$ cat config.mk
export PLATFORM = sky130hd
export DESIGN_NAME = quadrature_detent_keys_with_debounce_top_flat
export DESIGN_NICKNAME = d
export VERILOG_FILES = /design/src/hw/rtl/qdk_pkg.sv /design/src/hw/rtl/qdk_in_if.sv /design/src/hw/rtl/qdk_out_if.sv /design/src/hw/rtl/quadrature_detent_keys_with_debounce_top.sv /design/src/hw/rtl/qdk_debounce.sv /design/src/hw/rtl/qdk_skid.sv /design/src/flat_wrapper.sv
export SDC_FILE = /design/constraint.sdc
export NUM_CORES = 1
export LEC_CHECK = 0
export ABC_CLOCK_PERIOD_IN_PS = 7800
export BUFFER_PORTS_ARGS = -buffer_cell sky130_fd_sc_hd__buf_2
export CORE_ASPECT_RATIO = 1.4
export CORE_MARGIN = 1
export CORE_UTILIZATION = 60
export CTS_CLUSTER_DIAMETER = 150
export DETAILED_ROUTE_END_ITERATION = 8
export PLACE_DENSITY_LB_ADDON = 0.12
export SYNTH_ARGS = -nofsm -noshare
export SYNTH_HDL_FRONTEND = slang
export SYNTH_SLANG_ARGS = --single-unit
$ cat constraint.sdc
create_clock -name i_clk -period 7.8 [get_ports i_clk]
set_input_delay 1.56 -clock i_clk [delete_from_list [all_inputs] [get_ports i_clk]]
set_output_delay 1.56 -clock i_clk [all_outputs]
set_load 0.02 [all_outputs]
$ cat src/hw/rtl/qdk_pkg.sv
// shared types, constants and the quadrature transition decode
// for the quadrature detent key block; no dependencies
package qdk_pkg;

    localparam int STEPS_W  = 7;
    localparam int ACCUM_W  = 8;
    localparam int KEY_W    = 8;
    localparam int TIME_W   = 32;
    localparam int CFG_IDX_W  = 3;
    localparam int CFG_DATA_W = 32;

    // register indexes
    localparam logic [CFG_IDX_W-1:0] CFG_STEPS_PER_DETENT = 3'd0;
    localparam logic [CFG_IDX_W-1:0] CFG_REVERSE_DIR      = 3'd1;
    localparam logic [CFG_IDX_W-1:0] CFG_KEY_CW           = 3'd2;
    localparam logic [CFG_IDX_W-1:0] CFG_KEY_CCW          = 3'd3;
    localparam logic [CFG_IDX_W-1:0] CFG_KEY_BUTTON       = 3'd4;
    localparam logic [CFG_IDX_W-1:0] CFG_DEBOUNCE_US      = 3'd5;

    // register reset values
    localparam logic [STEPS_W-1:0] RST_STEPS_PER_DETENT = 7'd4;
    localparam logic [TIME_W-1:0]  RST_DEBOUNCE_US      = 32'd5000;

    // decoded step direction
    localparam logic signed [1:0] DIR_NONE = 2'sb00;
    localparam logic signed [1:0] DIR_CW   = 2'sb01;
    localparam logic signed [1:0] DIR_CCW  = 2'sb11;

    typedef struct packed {
        logic             key_valid;
        logic [KEY_W-1:0] key_code;
    } t_key;

    typedef struct packed {
        logic              en;
        logic              level;
        logic [TIME_W-1:0] now_us;
    } t_btn_sample;

    // standard 16-entry quadrature transition table, index {prev_ab, cur_ab}
    function automatic logic signed [1:0] quad_dir(input logic [1:0] prev_ab,
                                                   input logic [1:0] cur_ab);
        logic signed [1:0] d;
        d = DIR_NONE;
        case ({prev_ab, cur_ab})
            4'd1, 4'd7, 4'd8, 4'd14:  d = DIR_CW;
            4'd2, 4'd4, 4'd11, 4'd13: d = DIR_CCW;
            default:                  d = DIR_NONE;
        endcase
        return d;
    endfunction

endpackage

$ cat src/hw/rtl/qdk_in_if.sv
// sample request channel: valid/ready plus pin levels and timestamp
// depends on qdk_pkg for field widths
interface qdk_in_if;
    logic                      valid;
    logic                      ready;
    logic                      a_level;
    logic                      b_level;
    logic                      button_level;
    logic [qdk_pkg::TIME_W-1:0] now_us;

    modport source (output valid, output a_level, output b_level,
                    output button_level, output now_us, input ready);
    modport sink   (input valid, input a_level, input b_level,
                    input button_level, input now_us, output ready);
endinterface

$ cat src/hw/rtl/qdk_out_if.sv
// key result channel: valid/ready plus key_valid and key_code
// depends on qdk_pkg for field widths
interface qdk_out_if;
    logic                      valid;
    logic                      ready;
    logic                      key_valid;
    logic [qdk_pkg::KEY_W-1:0] key_code;

    modport source (output valid, output key_valid, output key_code, input ready);
    modport sink   (input valid, input key_valid, input key_code, output ready);
endinterface

$ cat src/hw/rtl/quadrature_detent_keys_with_debounce_top.sv
// top level: config registers, quadrature step accumulation, key selection
// depends on qdk_pkg, qdk_in_if, qdk_out_if, qdk_debounce, qdk_skid

// Turns samples of an active-low quadrature encoder and push button into key
// events. Every accepted sample gives exactly one result, held in the output
// register, or in the skid register while results are stalled; one sample can
// be accepted every clock cycle while the skid is empty. The whole per-sample
// decode (transition table, accumulator add and compare, debounce compare)
// sits between the state registers and a two-entry result buffer, so the
// input side keeps taking requests while one finished result waits; ready
// drops only when both buffer entries are full. Registers are written through
// i_cfg_we / i_cfg_idx / i_cfg_data and should only change while no request
// is in flight; indexes beyond the register list are ignored.
module quadrature_detent_keys_with_debounce_top (
    input  logic                            i_clk,
    input  logic                            i_rst_n,
    input  logic                            i_cfg_we,
    input  logic [qdk_pkg::CFG_IDX_W-1:0]   i_cfg_idx,
    input  logic [qdk_pkg::CFG_DATA_W-1:0]  i_cfg_data,
    qdk_in_if.sink                          i_sample,
    qdk_out_if.source                       o_key
);

    // configuration registers
    logic [qdk_pkg::STEPS_W-1:0] r_steps;
    logic                        r_reverse;
    logic [qdk_pkg::KEY_W-1:0]   r_key_cw;
    logic [qdk_pkg::KEY_W-1:0]   r_key_ccw;
    logic [qdk_pkg::KEY_W-1:0]   r_key_btn;
    logic [qdk_pkg::TIME_W-1:0]  r_window_us;

    // encoder state
    logic [1:0]                        r_prev_ab;
    logic signed [qdk_pkg::ACCUM_W-1:0] r_accum;
    logic signed [qdk_pkg::ACCUM_W-1:0] n_accum;

    logic                                take;
    logic                                buf_full;
    logic [1:0]                          cur_ab;
    logic                                changed;
    logic signed [1:0]                   dir_raw;
    logic signed [1:0]                   dir;
    logic                                step;
    logic signed [qdk_pkg::ACCUM_W:0]    sum;
    logic signed [qdk_pkg::ACCUM_W:0]    spd;
    logic signed [qdk_pkg::ACCUM_W:0]    neg_spd;
    logic                                hit_cw;
    logic                                hit_ccw;
    logic                                detent;
    logic                                press;
    qdk_pkg::t_btn_sample                btn;
    qdk_pkg::t_key                       result;

    assign i_sample.ready = !buf_full;
    assign take           = i_sample.valid && !buf_full;

    // config write port
    always_ff @(posedge i_clk) begin
        if (!i_rst_n) begin
            r_steps     <= qdk_pkg::RST_STEPS_PER_DETENT;
            r_reverse   <= 1'b0;
            r_key_cw    <= '0;
            r_key_ccw   <= '0;
            r_key_btn   <= '0;
            r_window_us <= qdk_pkg::RST_DEBOUNCE_US;
        end else if (i_cfg_we) begin
            case (i_cfg_idx)
                qdk_pkg::CFG_STEPS_PER_DETENT: r_steps     <= i_cfg_data[qdk_pkg::STEPS_W-1:0];
                qdk_pkg::CFG_REVERSE_DIR:      r_reverse   <= i_cfg_data[0];
                qdk_pkg::CFG_KEY_CW:           r_key_cw    <= i_cfg_data[qdk_pkg::KEY_W-1:0];
                qdk_pkg::CFG_KEY_CCW:          r_key_ccw   <= i_cfg_data[qdk_pkg::KEY_W-1:0];
                qdk_pkg::CFG_KEY_BUTTON:       r_key_btn   <= i_cfg_data[qdk_pkg::KEY_W-1:0];
                qdk_pkg::CFG_DEBOUNCE_US:      r_window_us <= i_cfg_data[qdk_pkg::TIME_W-1:0];
                default: ;
            endcase
        end
    end

    // pins are active low: invert into {a, b}
    assign cur_ab  = {~i_sample.a_level, ~i_sample.b_level};
    assign changed = (cur_ab != r_prev_ab);
    assign dir_raw = qdk_pkg::quad_dir(r_prev_ab, cur_ab);
    assign dir     = r_reverse ? (~dir_raw + 2'sb01) : dir_raw;
    assign step    = changed && (dir_raw != qdk_pkg::DIR_NONE);

    // accumulator with one guard bit for the compare against +/- steps
    assign sum     = $signed({r_accum[qdk_pkg::ACCUM_W-1], r_accum})
                   + $signed({{(qdk_pkg::ACCUM_W-1){dir[1]}}, dir});
    assign spd     = $signed({{(qdk_pkg::ACCUM_W+1-qdk_pkg::STEPS_W){1'b0}}, r_steps});
    assign neg_spd = -spd;
    assign hit_cw  = step && (sum >= spd);
    assign hit_ccw = step && !hit_cw && (sum <= neg_spd);
    assign detent  = hit_cw || hit_ccw;

    always_comb begin
        n_accum = r_accum;
        if (changed) begin
            if (!step || detent) begin
                // illegal two-pin jump or a completed detent
                n_accum = '0;
            end else begin
                n_accum = sum[qdk_pkg::ACCUM_W-1:0];
            end
        end
    end

    always_ff @(posedge i_clk) begin
        if (!i_rst_n) begin
            r_prev_ab <= 2'b00;
            r_accum   <= '0;
        end else if (take) begin
            r_prev_ab <= cur_ab;
            r_accum   <= n_accum;
        end
    end

    // button is left alone on a sample that fires a detent
    assign btn.en     = take && !detent;
    assign btn.level  = i_sample.button_level;
    assign btn.now_us = i_sample.now_us;

    qdk_debounce u_debounce (
        .i_clk       (i_clk),
        .i_rst_n     (i_rst_n),
        .i_sample    (btn),
        .i_window_us (r_window_us),
        .o_press     (press)
    );

    // one result per sample, key_code zero when no event
    always_comb begin
        result.key_valid = 1'b0;
        result.key_code  = '0;
        if (hit_cw) begin
            result.key_valid = 1'b1;
            result.key_code  = r_key_cw;
        end else if (hit_ccw) begin
            result.key_valid = 1'b1;
            result.key_code  = r_key_ccw;
        end else if (press) begin
            result.key_valid = 1'b1;
            result.key_code  = r_key_btn;
        end
    end

    qdk_skid u_skid (
        .i_clk   (i_clk),
        .i_rst_n (i_rst_n),
        .i_push  (take),
        .i_data  (result),
        .o_full  (buf_full),
        .o_key   (o_key)
    );

endmodule

$ cat src/hw/rtl/qdk_debounce.sv
// first-edge-latch button debouncer with wrapping time difference
// depends on qdk_pkg
module qdk_debounce (
    input  logic                        i_clk,
    input  logic                        i_rst_n,
    input  qdk_pkg::t_btn_sample        i_sample,
    input  logic [qdk_pkg::TIME_W-1:0]  i_window_us,
    output logic                        o_press
);

    logic                       r_stable;
    logic                       r_held;
    logic                       r_open;
    logic [qdk_pkg::TIME_W-1:0] r_start;

    logic                       n_stable;
    logic                       n_held;
    logic                       n_open;
    logic [qdk_pkg::TIME_W-1:0] n_start;
    logic [qdk_pkg::TIME_W-1:0] elapsed;
    logic                       commit;

    assign elapsed = i_sample.now_us - r_start;
    assign commit  = (i_sample.level != r_stable) && r_open && (elapsed >= i_window_us);
    assign o_press = i_sample.en && commit && !i_sample.level && !r_held;

    always_comb begin
        n_stable = r_stable;
        n_held   = r_held;
        n_open   = r_open;
        n_start  = r_start;
        if (i_sample.level != r_stable) begin
            if (!r_open) begin
                n_start = i_sample.now_us;
                n_open  = 1'b1;
            end else if (commit) begin
                n_stable = i_sample.level;
                n_open   = 1'b0;
                if (!i_sample.level && !r_held) begin
                    n_held = 1'b1;
                end else if (i_sample.level && r_held) begin
                    n_held = 1'b0;
                end
            end
        end else begin
            n_open = 1'b0;
        end
    end

    always_ff @(posedge i_clk) begin
        if (!i_rst_n) begin
            r_stable <= 1'b1;
            r_held   <= 1'b0;
            r_open   <= 1'b0;
            r_start  <= '0;
        end else if (i_sample.en) begin
            r_stable <= n_stable;
            r_held   <= n_held;
            r_open   <= n_open;
            r_start  <= n_start;
        end
    end

endmodule

$ cat src/hw/rtl/qdk_skid.sv
// two-entry result buffer: output register plus skid register
// depends on qdk_pkg and qdk_out_if
module qdk_skid (
    input  logic          i_clk,
    input  logic          i_rst_n,
    input  logic          i_push,
    input  qdk_pkg::t_key i_data,
    output logic          o_full,
    qdk_out_if.source     o_key
);

    logic          r_out_v;
    logic          r_skid_v;
    qdk_pkg::t_key r_out;
    qdk_pkg::t_key r_skid;
    logic          pop;

    assign pop             = r_out_v && o_key.ready;
    assign o_full          = r_skid_v;
    assign o_key.valid     = r_out_v;
    assign o_key.key_valid = r_out.key_valid;
    assign o_key.key_code  = r_out.key_code;

    always_ff @(posedge i_clk) begin
        if (!i_rst_n) begin
            r_out_v  <= 1'b0;
            r_skid_v <= 1'b0;
        end else if (r_skid_v) begin
            if (pop) begin
                r_skid_v <= 1'b0;
            end
        end else if (i_push) begin
            if (r_out_v && !pop) begin
                r_skid_v <= 1'b1;
            end else begin
                r_out_v <= 1'b1;
            end
        end else if (pop) begin
            r_out_v <= 1'b0;
        end
    end

    always_ff @(posedge i_clk) begin
        if (r_skid_v) begin
            if (pop) begin
                r_out <= r_skid;
            end
        end else if (i_push) begin
            if (r_out_v && !pop) begin
                r_skid <= i_data;
            end else begin
                r_out <= i_data;
            end
        end
    end

endmodule

$ cat src/flat_wrapper.sv
// flat-port wrapper written by rule: the top's interface ports become plain ports
module quadrature_detent_keys_with_debounce_top_flat 
  (i_clk, i_rst_n, i_cfg_we, i_cfg_idx, i_cfg_data, i_sample_valid, i_sample_a_level, i_sample_b_level, i_sample_button_level, i_sample_now_us, i_sample_ready, o_key_valid, o_key_key_valid, o_key_key_code, o_key_ready);
  qdk_in_if i_sample_i ();
  qdk_out_if o_key_i ();
  input  logic i_clk;
  input  logic i_rst_n;
  input  logic i_cfg_we;
  input  logic [qdk_pkg::CFG_IDX_W-1:0] i_cfg_idx;
  input  logic [qdk_pkg::CFG_DATA_W-1:0] i_cfg_data;
  input wire logic [$bits(i_sample_i.valid)-1:0] i_sample_valid;
  input wire logic [$bits(i_sample_i.a_level)-1:0] i_sample_a_level;
  input wire logic [$bits(i_sample_i.b_level)-1:0] i_sample_b_level;
  input wire logic [$bits(i_sample_i.button_level)-1:0] i_sample_button_level;
  input wire logic [$bits(i_sample_i.now_us)-1:0] i_sample_now_us;
  output wire logic [$bits(i_sample_i.ready)-1:0] i_sample_ready;
  output wire logic [$bits(o_key_i.valid)-1:0] o_key_valid;
  output wire logic [$bits(o_key_i.key_valid)-1:0] o_key_key_valid;
  output wire logic [$bits(o_key_i.key_code)-1:0] o_key_key_code;
  input wire logic [$bits(o_key_i.ready)-1:0] o_key_ready;
  assign i_sample_i.valid = i_sample_valid;
  assign i_sample_i.a_level = i_sample_a_level;
  assign i_sample_i.b_level = i_sample_b_level;
  assign i_sample_i.button_level = i_sample_button_level;
  assign i_sample_i.now_us = i_sample_now_us;
  assign i_sample_ready = i_sample_i.ready;
  assign o_key_valid = o_key_i.valid;
  assign o_key_key_valid = o_key_i.key_valid;
  assign o_key_key_code = o_key_i.key_code;
  assign o_key_i.ready = o_key_ready;
  quadrature_detent_keys_with_debounce_top u_core (.i_clk(i_clk), .i_rst_n(i_rst_n), .i_cfg_we(i_cfg_we), .i_cfg_idx(i_cfg_idx), .i_cfg_data(i_cfg_data), .i_sample(i_sample_i), .o_key(o_key_i));
endmodule
==> metrics.csv, run 1 <==
metric;value;unit
Mapped Cells;1062;
post-synthesis net count;1232;
Worst Path Max Fanout;10;
Die W;104.1;um
Psw;667.0;uW
initial antenna violation count;0;
fin crit period;6.677;ns
CP Data Required Time;8.06;ns
final antenna-violating net count;0;
drt wl/cell;14.39;um
GR Util All Layers;26.27;%
Worst Reg2Reg Path Length in Cells;22;
vias in the first global route;7120;
pre-CTS WS;0.7443;ns
CTS tree;yes;
row cnt;51;
Hold Vio Cnt, Final;0;
Clock power frac;38.0;%
worst vdd ir;183.7;uV
Distinct cells, synth;72;
clk buf depth;2;
# IOs;86;
PD cells;212.5;nW/um2
WS Path Type;primary input to flip-flop;
global-route wire length before repair;32410;um
DR vias;7366;
Finished Layout Cells;1332;
H-Tree Depth;4;
Synth Register Bits;129;
Reg power frac;34.5;%
GRT overflow;0;
Core Box Area;14100;um2
via density per instance;5.530;
Total Neg Setup Slack;0;ns
Antenna diodes;0;
Area contributors post-synth;dfxtp_1, ha_1, nand2_1;
largest net degree at the start of global routing;133;
Pins Over Slew Limit;0;
Post-route DRC;0;
clock root cell;clkbuf_16;
EDFF count, synth;18;
Layout area overhead;13.10;%
CTS Buf Count;17;
post-synth top area share;25.38;%
Synth Flop Type;dfxtp_1;
Setup violations, final;0;
HPWL after DPL;14190;um
DR pass1 iterations;5;
area leader, netlist;dfxtp_1;
Worst Hold Class;flip-flop to flip-flop;
I/O Buffers;85;
Layout Nets;1304;
Highest Clock Rate;149.8;MHz
synth cell count leaders;nand2_1, dfxtp_1, inv_1;
switching part of the total power;31.70;%
Synthesis Warnings;0;
crit end category;flip-flop;
slew margin rel.;22.04;%
Initial DRC Count;397;
Hold Crit Start;u_core.u_debounce.r_start[17];
Hold Path Stages;2;
layout cells sized above 1;12.55;%
synthesized area per cell;8.245;um2
Critical Path Start Type;primary input;
Critical Path AT;6.94;ns
RePlAce Congestion;0.8275;
die area;15090;um2
most frequent cell after synthesis;nand2_1;
status;finished, final reports clean;
fillcell total;1204;
internal power;1437;uW
Sink Count;129;
Leak Pwr;0.003983;uW
combinational cell fraction of total power;27.5;%
Cells after DPL;1300;
RSZ-0062 raised after global routing;false;
total wire length;19170;um
Final WS setup;1.123;ns
Worst-Margin Slew;1.166;ns
hold buffer count at CTS;0;
Die H;144.9;um
# Post-CTS Setup Buffers;0;
clk slew on worst S/H paths;0.06;ns
worst clock skew;0.01024;ns
initial cell density of the core;62.09;%
Reg-to-Reg Start;u_core.u_debounce.r_start[0];
final cycle utilization of the critical path;85.60;%
CP startpoint;i_sample_now_us[0];
clk_lat worst skew;0.43;ns
Max Cap Viol;0;
Syn Std Cell Area;8756;um2
Synth async-reset ratio;0;%
sequential fraction of the synthesis area;31.55;%
# resized after CTS;0;
==> through the flow <==
stage / hold slack, ns / total power, uW / util (%) / area, um2
detailed placement: 0.4480 / 1315 / 65.98 / 9305
global route: 0.4723 / 2222 / 70.22 / 9903
global placement: 0.4414 / 1306 / 65.98 / 9305
floorplan: 0.4347 / 1181 / - / 8756
CTS: 0.4573 / 2117 / 70.22 / 9903
finish: 0.4532 / 2104 / 70.22 / 9903
==> final timing paths <==
check	to	slack, ns
hold / removal	u_core.u_debounce.r_start[17]	0.45
hold reg to reg	u_core.u_debounce.r_start[17]	0.45
setup / recovery	u_core.u_skid.o_key.key_code[0]	1.12
setup reg to reg	u_core.u_skid.o_key.key_code[0]	2.08
==> area by class of cell <==
| cell class | count | area, um2 | area share, % |
|---|---|---|---|
| clock inverters | 12 | 120.1 | 1.213 |
| repair buffers | 91 | 485.5 | 4.902 |
| well taps | 185 | 231.5 | 2.337 |
| inverters | 107 | 401.6 | 4.056 |
| flip-flops and latches | 129 | 2763 | 27.90 |
| multi-input cells | 788 | 5424 | 54.77 |
| clock buffers | 20 | 478.0 | 4.826 |
==> worst max-delay path: stages <==
cell and delay, ns:
buf_2 0.09, inv_1 0.05, ha_1 0.20, inv_1 0.07, fa_1 0.20, a21o_1 0.16, a311oi_1 0.15, or3_1 0.43
nor4_1 0.51, o41ai_2 0.20, o311ai_0 0.58, a31o_1 0.24, a21oi_1 0.08, xnor2_1 0.13, ha_1 0.29, nand2_1 0.06
nor3_1 0.23, nand2_1 0.11, a2111oi_0 0.30, o21ai_0 0.19, a21oi_1 0.35, o21ai_2 0.20, or3_1 0.39, o211ai_1 0.19
==> power by group through the flow <==
stage          registers, uW  clock network (uW)  logic [uW]
2_1_floorplan            741                   0         441
3_3_place_gp             739                   0         566
3_5_place_dp             740                   0         574
4_1_cts                  726                 810         581
5_1_grt                  730                 839         654
6_report                 726                 799         579
==> cells by family (layout without fill, tap and decap cells) <==
group / count (synthesis) / count (layout) / synth area share [%]
AO/OA/AOI/OAI: 255 / 255 / 20.83
XOR/XNOR: 49 / 49 / 4.901
adder cells (fa/ha/maj): 95 / 95 / 13.75
buffers and inverters: 145 / 230 / 6.502
flip-flops: 129 / 129 / 31.55
multiplexers: 35 / 35 / 4.144
AND/OR/NAND/NOR: 354 / 354 / 18.32
==> registers in the layout, summed over array words and instances, names as in the netlist, 2 cells and up <==
| signal | count |
|---|---|
| u_core.r_steps | 7 |
| u_core.u_debounce.r_start | 32 |
| u_core.u_skid.r_skid | 9 |
| u_core.u_skid.o_key.key_code | 8 |
| u_core.r_key_cw | 8 |
| u_core.r_key_ccw | 8 |
| u_core.r_key_btn | 8 |
| u_core.r_accum | 8 |
| u_core.r_window_us | 32 |
| u_core.r_prev_ab | 2 |
==> metal layers <==
| layer | vias to the layer above | GRT usage, % | part of all wire, % |
|---|---|---|---|
| met5 | - | 0 | 0 |
| met4 | 0 | 6.357 | 1.5 |
| met3 | 22 | 4.762 | 2.9 |
| met2 | 141 | 48.73 | 51 |
| met1 | 3405 | 30.84 | 44 |
| li1 | 3798 | - | - |
==> placed cells by master, fill, tap and decap left out, drive strengths merged, types with 7 or more instances in the layout <==
master,n
a21o,19
edfxtp,18
nand3,15
clkbuf,20
a21boi,52
or3,9
xnor2,35
o211ai,13
a22oi,9
xor2,14
a21oi,56
dfxtp,111
ha,93
nor3,12
nor2b,24
nand4,7
inv,112
mux2i,34
buf,91
nand2,228
nor2,29
o21bai,10
o21ai,36
o2bb2a,8
Power figures use the tool's default switching activity.
==> run 2: changes to the inputs <==
--- a/config.mk
+++ b/config.mk
@@ -5,7 +5,7 @@
 export SDC_FILE = /design/constraint.sdc
 export NUM_CORES = 1
 export LEC_CHECK = 0
-export ABC_CLOCK_PERIOD_IN_PS = 7800
+export ABC_CLOCK_PERIOD_IN_PS = 6600
 export BUFFER_PORTS_ARGS = -buffer_cell sky130_fd_sc_hd__buf_2
 export CORE_ASPECT_RATIO = 1.4
 export CORE_MARGIN = 1
==> constraint.sdc (replaced) <==
create_clock -name i_clk -period 6.6 [get_ports i_clk]
set_input_delay 1.32 -clock i_clk [delete_from_list [all_inputs] [get_ports i_clk]]
set_output_delay 1.32 -clock i_clk [all_outputs]
set_load 0.02 [all_outputs]
==> run 2 against run 1 <==
Sequential power is 18% higher. Global-route usage is 1.2 points higher. Design area is 0.87% higher. Sequential share of layout area is 0.24 points lower. Clock skew hardly changed. Critical path type unchanged. Critical endpoint is now u_core.u_skid.o_key.key_code[4]. Largest cell class unchanged. Largest power group unchanged.
==> metrics.csv, run 2 (synthesis results as in run 1) <==
metric;value;unit;change
Post-route DRC;0;;unchanged
clk buf depth;2;;unchanged
GRT overflow;0;;unchanged
clock root cell;clkbuf_16;;unchanged
die area;15090;um2;unchanged
commonest non-fill, non-tap cells in the layout;nand2_1, dfxtp_1, inv_1, ha_1, buf_2;;unchanged
DR pass1 iterations;5;;unchanged
global-route wire length before repair;33420;um;was 32410 um
Pins Over Slew Limit;0;;unchanged
Critical Path Start Type;primary input;;unchanged
worst clock skew;0.01010;ns;was 0.01024 ns
drt wl/cell;14.90;um;was 14.39 um
most common cell after layout, fill and taps aside;nand2_1;;unchanged
Largest regs;u_core.r_window_us (32), u_core.u_debounce.r_start (32), u_core.u_skid.r_skid (9);;unchanged
Critical Path AT;6.33;ns;was 6.94 ns
clk_lat worst skew;0.43;ns;about the same
final antenna-violating net count;0;;unchanged
Total Neg Setup Slack;0;ns;unchanged
initial cell density of the core;62.09;%;unchanged
RePlAce Congestion;0.8909;;was 0.8275
largest net degree at the start of global routing;87;;was 133
Hold Vio Cnt, Final;0;;unchanged
H-Tree Depth;4;;unchanged
GR Util All Layers;27.48;%;was 26.27%
worst vdd ir;241.5;uV;was 183.7 uV
CP Data Required Time;6.77;ns;was 8.06 ns
I/O Buffers;85;;unchanged
fin crit period;6.154;ns;
# IOs;86;;unchanged
vias in the first global route;7422;;was 7120
DR vias;7499;;was 7366
Pwr Total;2525;uW;was 2104 uW
Die W;104.1;um;unchanged
most used cell, CP;ha_1;;
row cnt;51;;unchanged
Max Cap Viol;0;;unchanged
Die H;144.9;um;unchanged
Highest Clock Rate;162.5;MHz;
placed cell areas;9388;um2;was 9305 um2
Layout area overhead;14.09;%;was 13.10%
RSZ-0062 raised after global routing;false;;unchanged
Setup violations, final;0;;unchanged
Layout Nets;1315;;was 1304
Worst-Margin Slew;1.167;ns;was 1.166 ns
Worst Hold Class;flip-flop to flip-flop;;unchanged
via density per instance;5.584;;was 5.530
CP max stage cell;nor3b_2;;was o311ai_0
slew margin rel.;21.97;%;was 22.04%
Max stage delay on crit path;0.62;ns;was 0.58 ns
final cycle utilization of the critical path;93.25;%;
WHS;0.4574;ns;was 0.4532 ns
final instance area;9990;um2;was 9903 um2
CTS tree;yes;;unchanged
total wire length;20010;um;was 19170 um
status;finished, final reports clean;;unchanged
Initial DRC Count;360;;was 397
CTS Buf Count;17;;unchanged
WS Path Type;primary input to flip-flop;;unchanged
Antenna diodes;0;;unchanged
HPWL after DPL;14820;um;was 14190 um
crit end category;flip-flop;;unchanged
layout cells sized above 1;13.30;%;was 12.55%
Leak Pwr;0.004034;uW;was 0.003983 uW
hold buffer count at CTS;0;;unchanged
initial antenna violation count;0;;unchanged
PD cells;252.7;nW/um2;was 212.5 nW/um2
Worst Path Max Fanout;19;;was 10
clk slew on worst S/H paths;0.06;ns;about the same
Sink Count;129;;unchanged
cells along the critical path;buf_2 > inv_1 > ha_1 > mux4_2 > inv_1 > ha_1 > nand2_1 > o21ai_0 > buf_4 > ha_1 > a21o_1 > a31oi_1 > xnor2_1 > ha_1 > nor2b_1 > a2111oi_4 > nor3b_2 > buf_4 > nor3_2 > a221o_1;;was buf_2 > inv_1 > ha_1 > inv_1 > fa_1 > a21o_1 > a311oi_1 > or3_1 > nor4_1 > o41ai_2 > o311ai_0 > a31o_1 > a21oi_1 > xnor2_1 > ha_1 > nand2_1 > nor3_1 > nand2_1 > a2111oi_0 > o21ai_0 > a21oi_1 > o21ai_2 > or3_1 > o211ai_1
Core Box Area;14100;um2;unchanged
fin util;70.84;%;was 70.22%
## run 2: worst max-delay path: cells and delay by family
kind,cells,cell delay [ns]
compound gates,5,1.34
fa+ha+maj,4,1.09
mux,1,0.46
simple gates,4,1.00
xor+xnor,1,0.21
buf+inv,5,0.89
## run 2: per-layer routing
layer  wire (um)  GRT usage, %  vias up
met3         641         4.403       54
li1            -             -     3825
met4         758         15.29        0
met5           0             0        -
met2       10240         50.10      177
met1        8370         29.93     3443
## run 2: cell type report
type	count	area, um2
Multi-Input combinational cell	788	5430
Timing Repair Buffer	102	568.0
Sequential cell	129	2763
Fill cell	1201	4113
Tap cell	185	231.5
Inverter	107	401.6
Clock buffer	19	432.9
Clock inverter	13	162.7
## run 2: worst paths after layout
check / from / endpoint / slack, ns / depth (start not counted)
worst max-delay path: i_sample_b_level / u_core.u_skid.o_key.key_code[4] / 0.45 / 20
worst min-delay path: u_core.u_debounce.r_start[7] / u_core.u_debounce.r_start[7] / 0.46 / 2
worst max register to register: u_core.r_prev_ab[1] / u_core.u_skid.o_key.key_code[4] / 1.23 / 17
worst min register to register: u_core.u_debounce.r_start[7] / u_core.u_debounce.r_start[7] / 0.46 / 2
## run 2: power breakdown
part,internal (uW),switching (uW)
combinational,306,400
clock,594,366
sequential,836,22.7
## run 2: what timing repair did
action / CTS / global route
setup endpoints to repair: 0 / 9
gates resized for setup: 0 / 1
buffers inserted: 0 / 0
## run 2: metrics by stage
stage,worst slack [ns],instances
after floorplan,0.6892,1062
after global placement,0.2617,1311
after detailed placement,0.1158,1311
after CTS,0.4909,1343
after global routing,0.0008247,1343
final,0.4458,1343
==> run 3: changes to the inputs <==
--- a/config.mk
+++ b/config.mk
@@ -9,8 +9,9 @@
 export BUFFER_PORTS_ARGS = -buffer_cell sky130_fd_sc_hd__buf_2
 export CORE_ASPECT_RATIO = 1.4
 export CORE_MARGIN = 1
-export CORE_UTILIZATION = 60
+export CORE_UTILIZATION = 55
 export CTS_CLUSTER_DIAMETER = 150
+export CTS_CLUSTER_SIZE = 28
 export DETAILED_ROUTE_END_ITERATION = 8
 export PLACE_DENSITY_LB_ADDON = 0.12
 export SYNTH_ARGS = -nofsm -noshare
==> constraint.sdc (replaced) <==
create_clock -name i_clk -period 6.6 [get_ports i_clk]
set_input_delay 1.32 -clock i_clk [delete_from_list [all_inputs] [get_ports i_clk]]
set_output_delay 1.32 -clock i_clk [all_outputs]
set_load 0.01 [all_outputs]
==> run 3 against run 2 <==
Register-to-register slack lost 0.08 ns. Combinational power is 0.7% lower. Clock skew fell by 0.00078 ns. Non-clock buffer count rose by 1. Design area about the same. Clock power fell by 2.2%. Critical endpoint is now u_core.u_skid.o_key.key_code[0]. First-iteration DRC count fell by 24%. Power decreased by 1.1%.
==> metrics.csv, run 3 (synthesis results as in run 1) <==
metric;value;unit;change
clk slew on worst S/H paths;0.06;ns;about the same
Worst-Margin Slew;1.139;ns;was 1.167 ns
Initial DRC Count;274;;was 360
final cycle utilization of the critical path;93.22;%;was 93.25%
hold buffer count at CTS;0;;unchanged
PD cells;249.9;nW/um2;was 252.7 nW/um2
Antenna diodes;0;;unchanged
clk buf depth;2;;unchanged
worst vdd ir;191.8;uV;was 241.5 uV
Total Neg Setup Slack;0;ns;unchanged
I/O Buffers;85;;unchanged
clk_lat worst skew;0.42;ns;was 0.43 ns
Worst Reg2Reg Path Length in Cells;24;;was 17
Die W;108.6;um;was 104.1 um
Reg2Reg Setup Slack;1.15;ns;was 1.23 ns
clock root cell;clkbuf_16;;unchanged
Post-route DRC;0;;unchanged
DR pass1 iterations;5;;unchanged
Multi-input gate area;5424;um2;was 5430 um2
Reg-to-Reg Start;u_core.u_debounce.r_start[0];;was u_core.r_prev_ab[1]
register area;2763;um2;unchanged
Layout Nets;1316;;was 1315
Sink Count;129;;unchanged
initial antenna violation count;0;;unchanged
layout cells sized above 1;13.37;%;was 13.30%
global-route wire length before repair;31840;um;was 33420 um
sum of buffers and inverters on the critical path;5;;unchanged
crit end category;flip-flop;;unchanged
WS Path Type;primary input to flip-flop;;unchanged
DR vias;7370;;was 7499
Hold Path Stages;2;;unchanged
Critical Path Start Type;primary input;;unchanged
Cells after DPL;1323;;was 1311
Core Box Area;15540;um2;was 14100 um2
CP Data Required Time;6.86;ns;was 6.77 ns
Worst Path Max Fanout;7;;was 19
Max Cap Viol;0;;unchanged
Hold Vio Cnt, Final;0;;unchanged
Max stage delay on crit path;0.39;ns;was 0.62 ns
Worst Hold Class;flip-flop to flip-flop;;unchanged
HPWL after DPL;14700;um;was 14820 um
row cnt;54;;was 51
fillcell total;1404;;was 1201
vias in the first global route;6951;;was 7422
most used cell, CP;a21oi_1;;was ha_1
Finished Layout Cells;1355;;was 1343
GRT overflow;0;;unchanged
final antenna-violating net count;0;;unchanged
Largest regs;u_core.r_window_us (32), u_core.u_debounce.r_start (32), u_core.u_skid.r_skid (9);;unchanged
fin crit period;6.152;ns;was 6.154 ns
CTS Buf Count;17;;unchanged
Pins Over Slew Limit;0;;unchanged
# resized after CTS;0;;unchanged
# Post-CTS Setup Buffers;0;;unchanged
Layout area overhead;14.12;%;was 14.09%
slew margin rel.;23.83;%;was 21.97%
Setup violations, final;0;;unchanged
Critical Path AT;6.41;ns;was 6.33 ns
Leak Pwr;0.004041;uW;was 0.004034 uW
CP max stage cell;fa_1;;was nor3b_2
Hold Crit Start;u_core.u_debounce.r_start[21];;was u_core.u_debounce.r_start[7]
initial cell density of the core;56.34;%;was 62.09%
RePlAce Congestion;0.8275;;was 0.8909
total wire length;19490;um;was 20010 um
die area;16440;um2;was 15090 um2
status;finished, final reports clean;;unchanged
largest net degree at the start of global routing;102;;was 87
Highest Clock Rate;162.5;MHz;about the same
Worst Hold End;u_core.u_debounce.r_start[21];;was u_core.u_debounce.r_start[7]
commonest non-fill, non-tap cells in the layout;nand2_1, dfxtp_1, inv_1, ha_1, buf_2;;unchanged
# IOs;86;;unchanged
via density per instance;5.439;;was 5.584
RSZ-0062 raised after global routing;false;;unchanged
delay-heaviest family, CP;compound AO/OA/AOI/OAI gates;;unchanged
CTS tree;yes;;unchanged
WHS;0.4537;ns;was 0.4574 ns
most common cell after layout, fill and taps aside;nand2_1;;unchanged
drt wl/cell;14.39;um;was 14.90 um
GR Util All Layers;24.74;%;was 27.48%
Die H;151.3;um;was 144.9 um
worst clock skew;0.009312;ns;was 0.01010 ns
H-Tree Depth;4;;unchanged
FF-to-FF End;u_core.u_skid.o_key.key_code[0];;was u_core.u_skid.o_key.key_code[4]
==> run 3: cell count changes in the layout (fill, tap and decap cells not counted), sizes merged <==
cell / before / now
buf: 102 / 103
bufinv: 3 / 1
clkbuf: 19 / 18
clkinv: 5 / 4
clkinvlp: 3 / 0
inv: 109 / 116
==> run 3: through the flow <==
| stage | instance area, um2 | util [%] | worst slack (ns) | power, uW |
|---|---|---|---|---|
| after floorplan | 8756 | - | 0.6892 | 1392 |
| after global placement | 9409 | 60.55 | 0.2209 | 1562 |
| after detailed placement | 9409 | 60.55 | 0.03919 | 1571 |
| after CTS | 9992 | 64.30 | 0.4267 | 2513 |
| after global routing | 9992 | 64.30 | 0.06051 | 2636 |
| final | 9992 | 64.30 | 0.4478 | 2497 |
==> run 3: worst reg2reg max path: cells and delay by family (launching register included) <==
kind,cells,cell delay (ns)
fa+ha+maj,3,0.86
buf+inv,3,0.40
flops,1,0.34
compound gates,11,2.49
xor+xnor,1,0.15
simple gates,6,1.05
==> run 3: layer usage <==
layer | global-route usage, % | up-vias | part of all wire [%]
li1 | - | 3822 | -
met1 | 27.83 | 3407 | 44
met2 | 45.60 | 112 | 52
met3 | 4.690 | 29 | 2.8
met4 | 8.986 | 0 | 1.7
met5 | 0 | - | 0
==> run 3: worst max-delay path by stage <==
stage	startpoint	endpoint	slack, ns	cells after the start
after floorplan	i_sample_b_level	u_core.u_skid.o_key.key_code[1]	0.69	20
after global placement	i_sample_now_us[0]	u_core.u_skid.r_skid[6]	0.22	26
after detailed placement	i_sample_now_us[0]	u_core.u_skid.o_key.key_code[7]	0.04	26
after CTS	i_sample_now_us[0]	u_core.u_skid.o_key.key_code[0]	0.43	26
after global routing	i_sample_now_us[0]	u_core.u_skid.o_key.key_code[7]	0.06	26
final	i_sample_now_us[0]	u_core.u_skid.o_key.key_code[0]	0.45	26
==> run 3: power breakdown <==
group | switching (uW) | internal (uW)
Clock | 397 | 542
Combinational | 391 | 309
Sequential | 22.1 | 836
Total | 811 | 1690
==> run 3: layout make-up <==
class,count,share of cell area [%]
timing repair buffer,103,5.760
tap,196,2.454
multi-input combinational,788,54.28
clock buffer,18,4.395
sequential,129,27.65
inverter,107,4.020
clock inverter,14,1.440
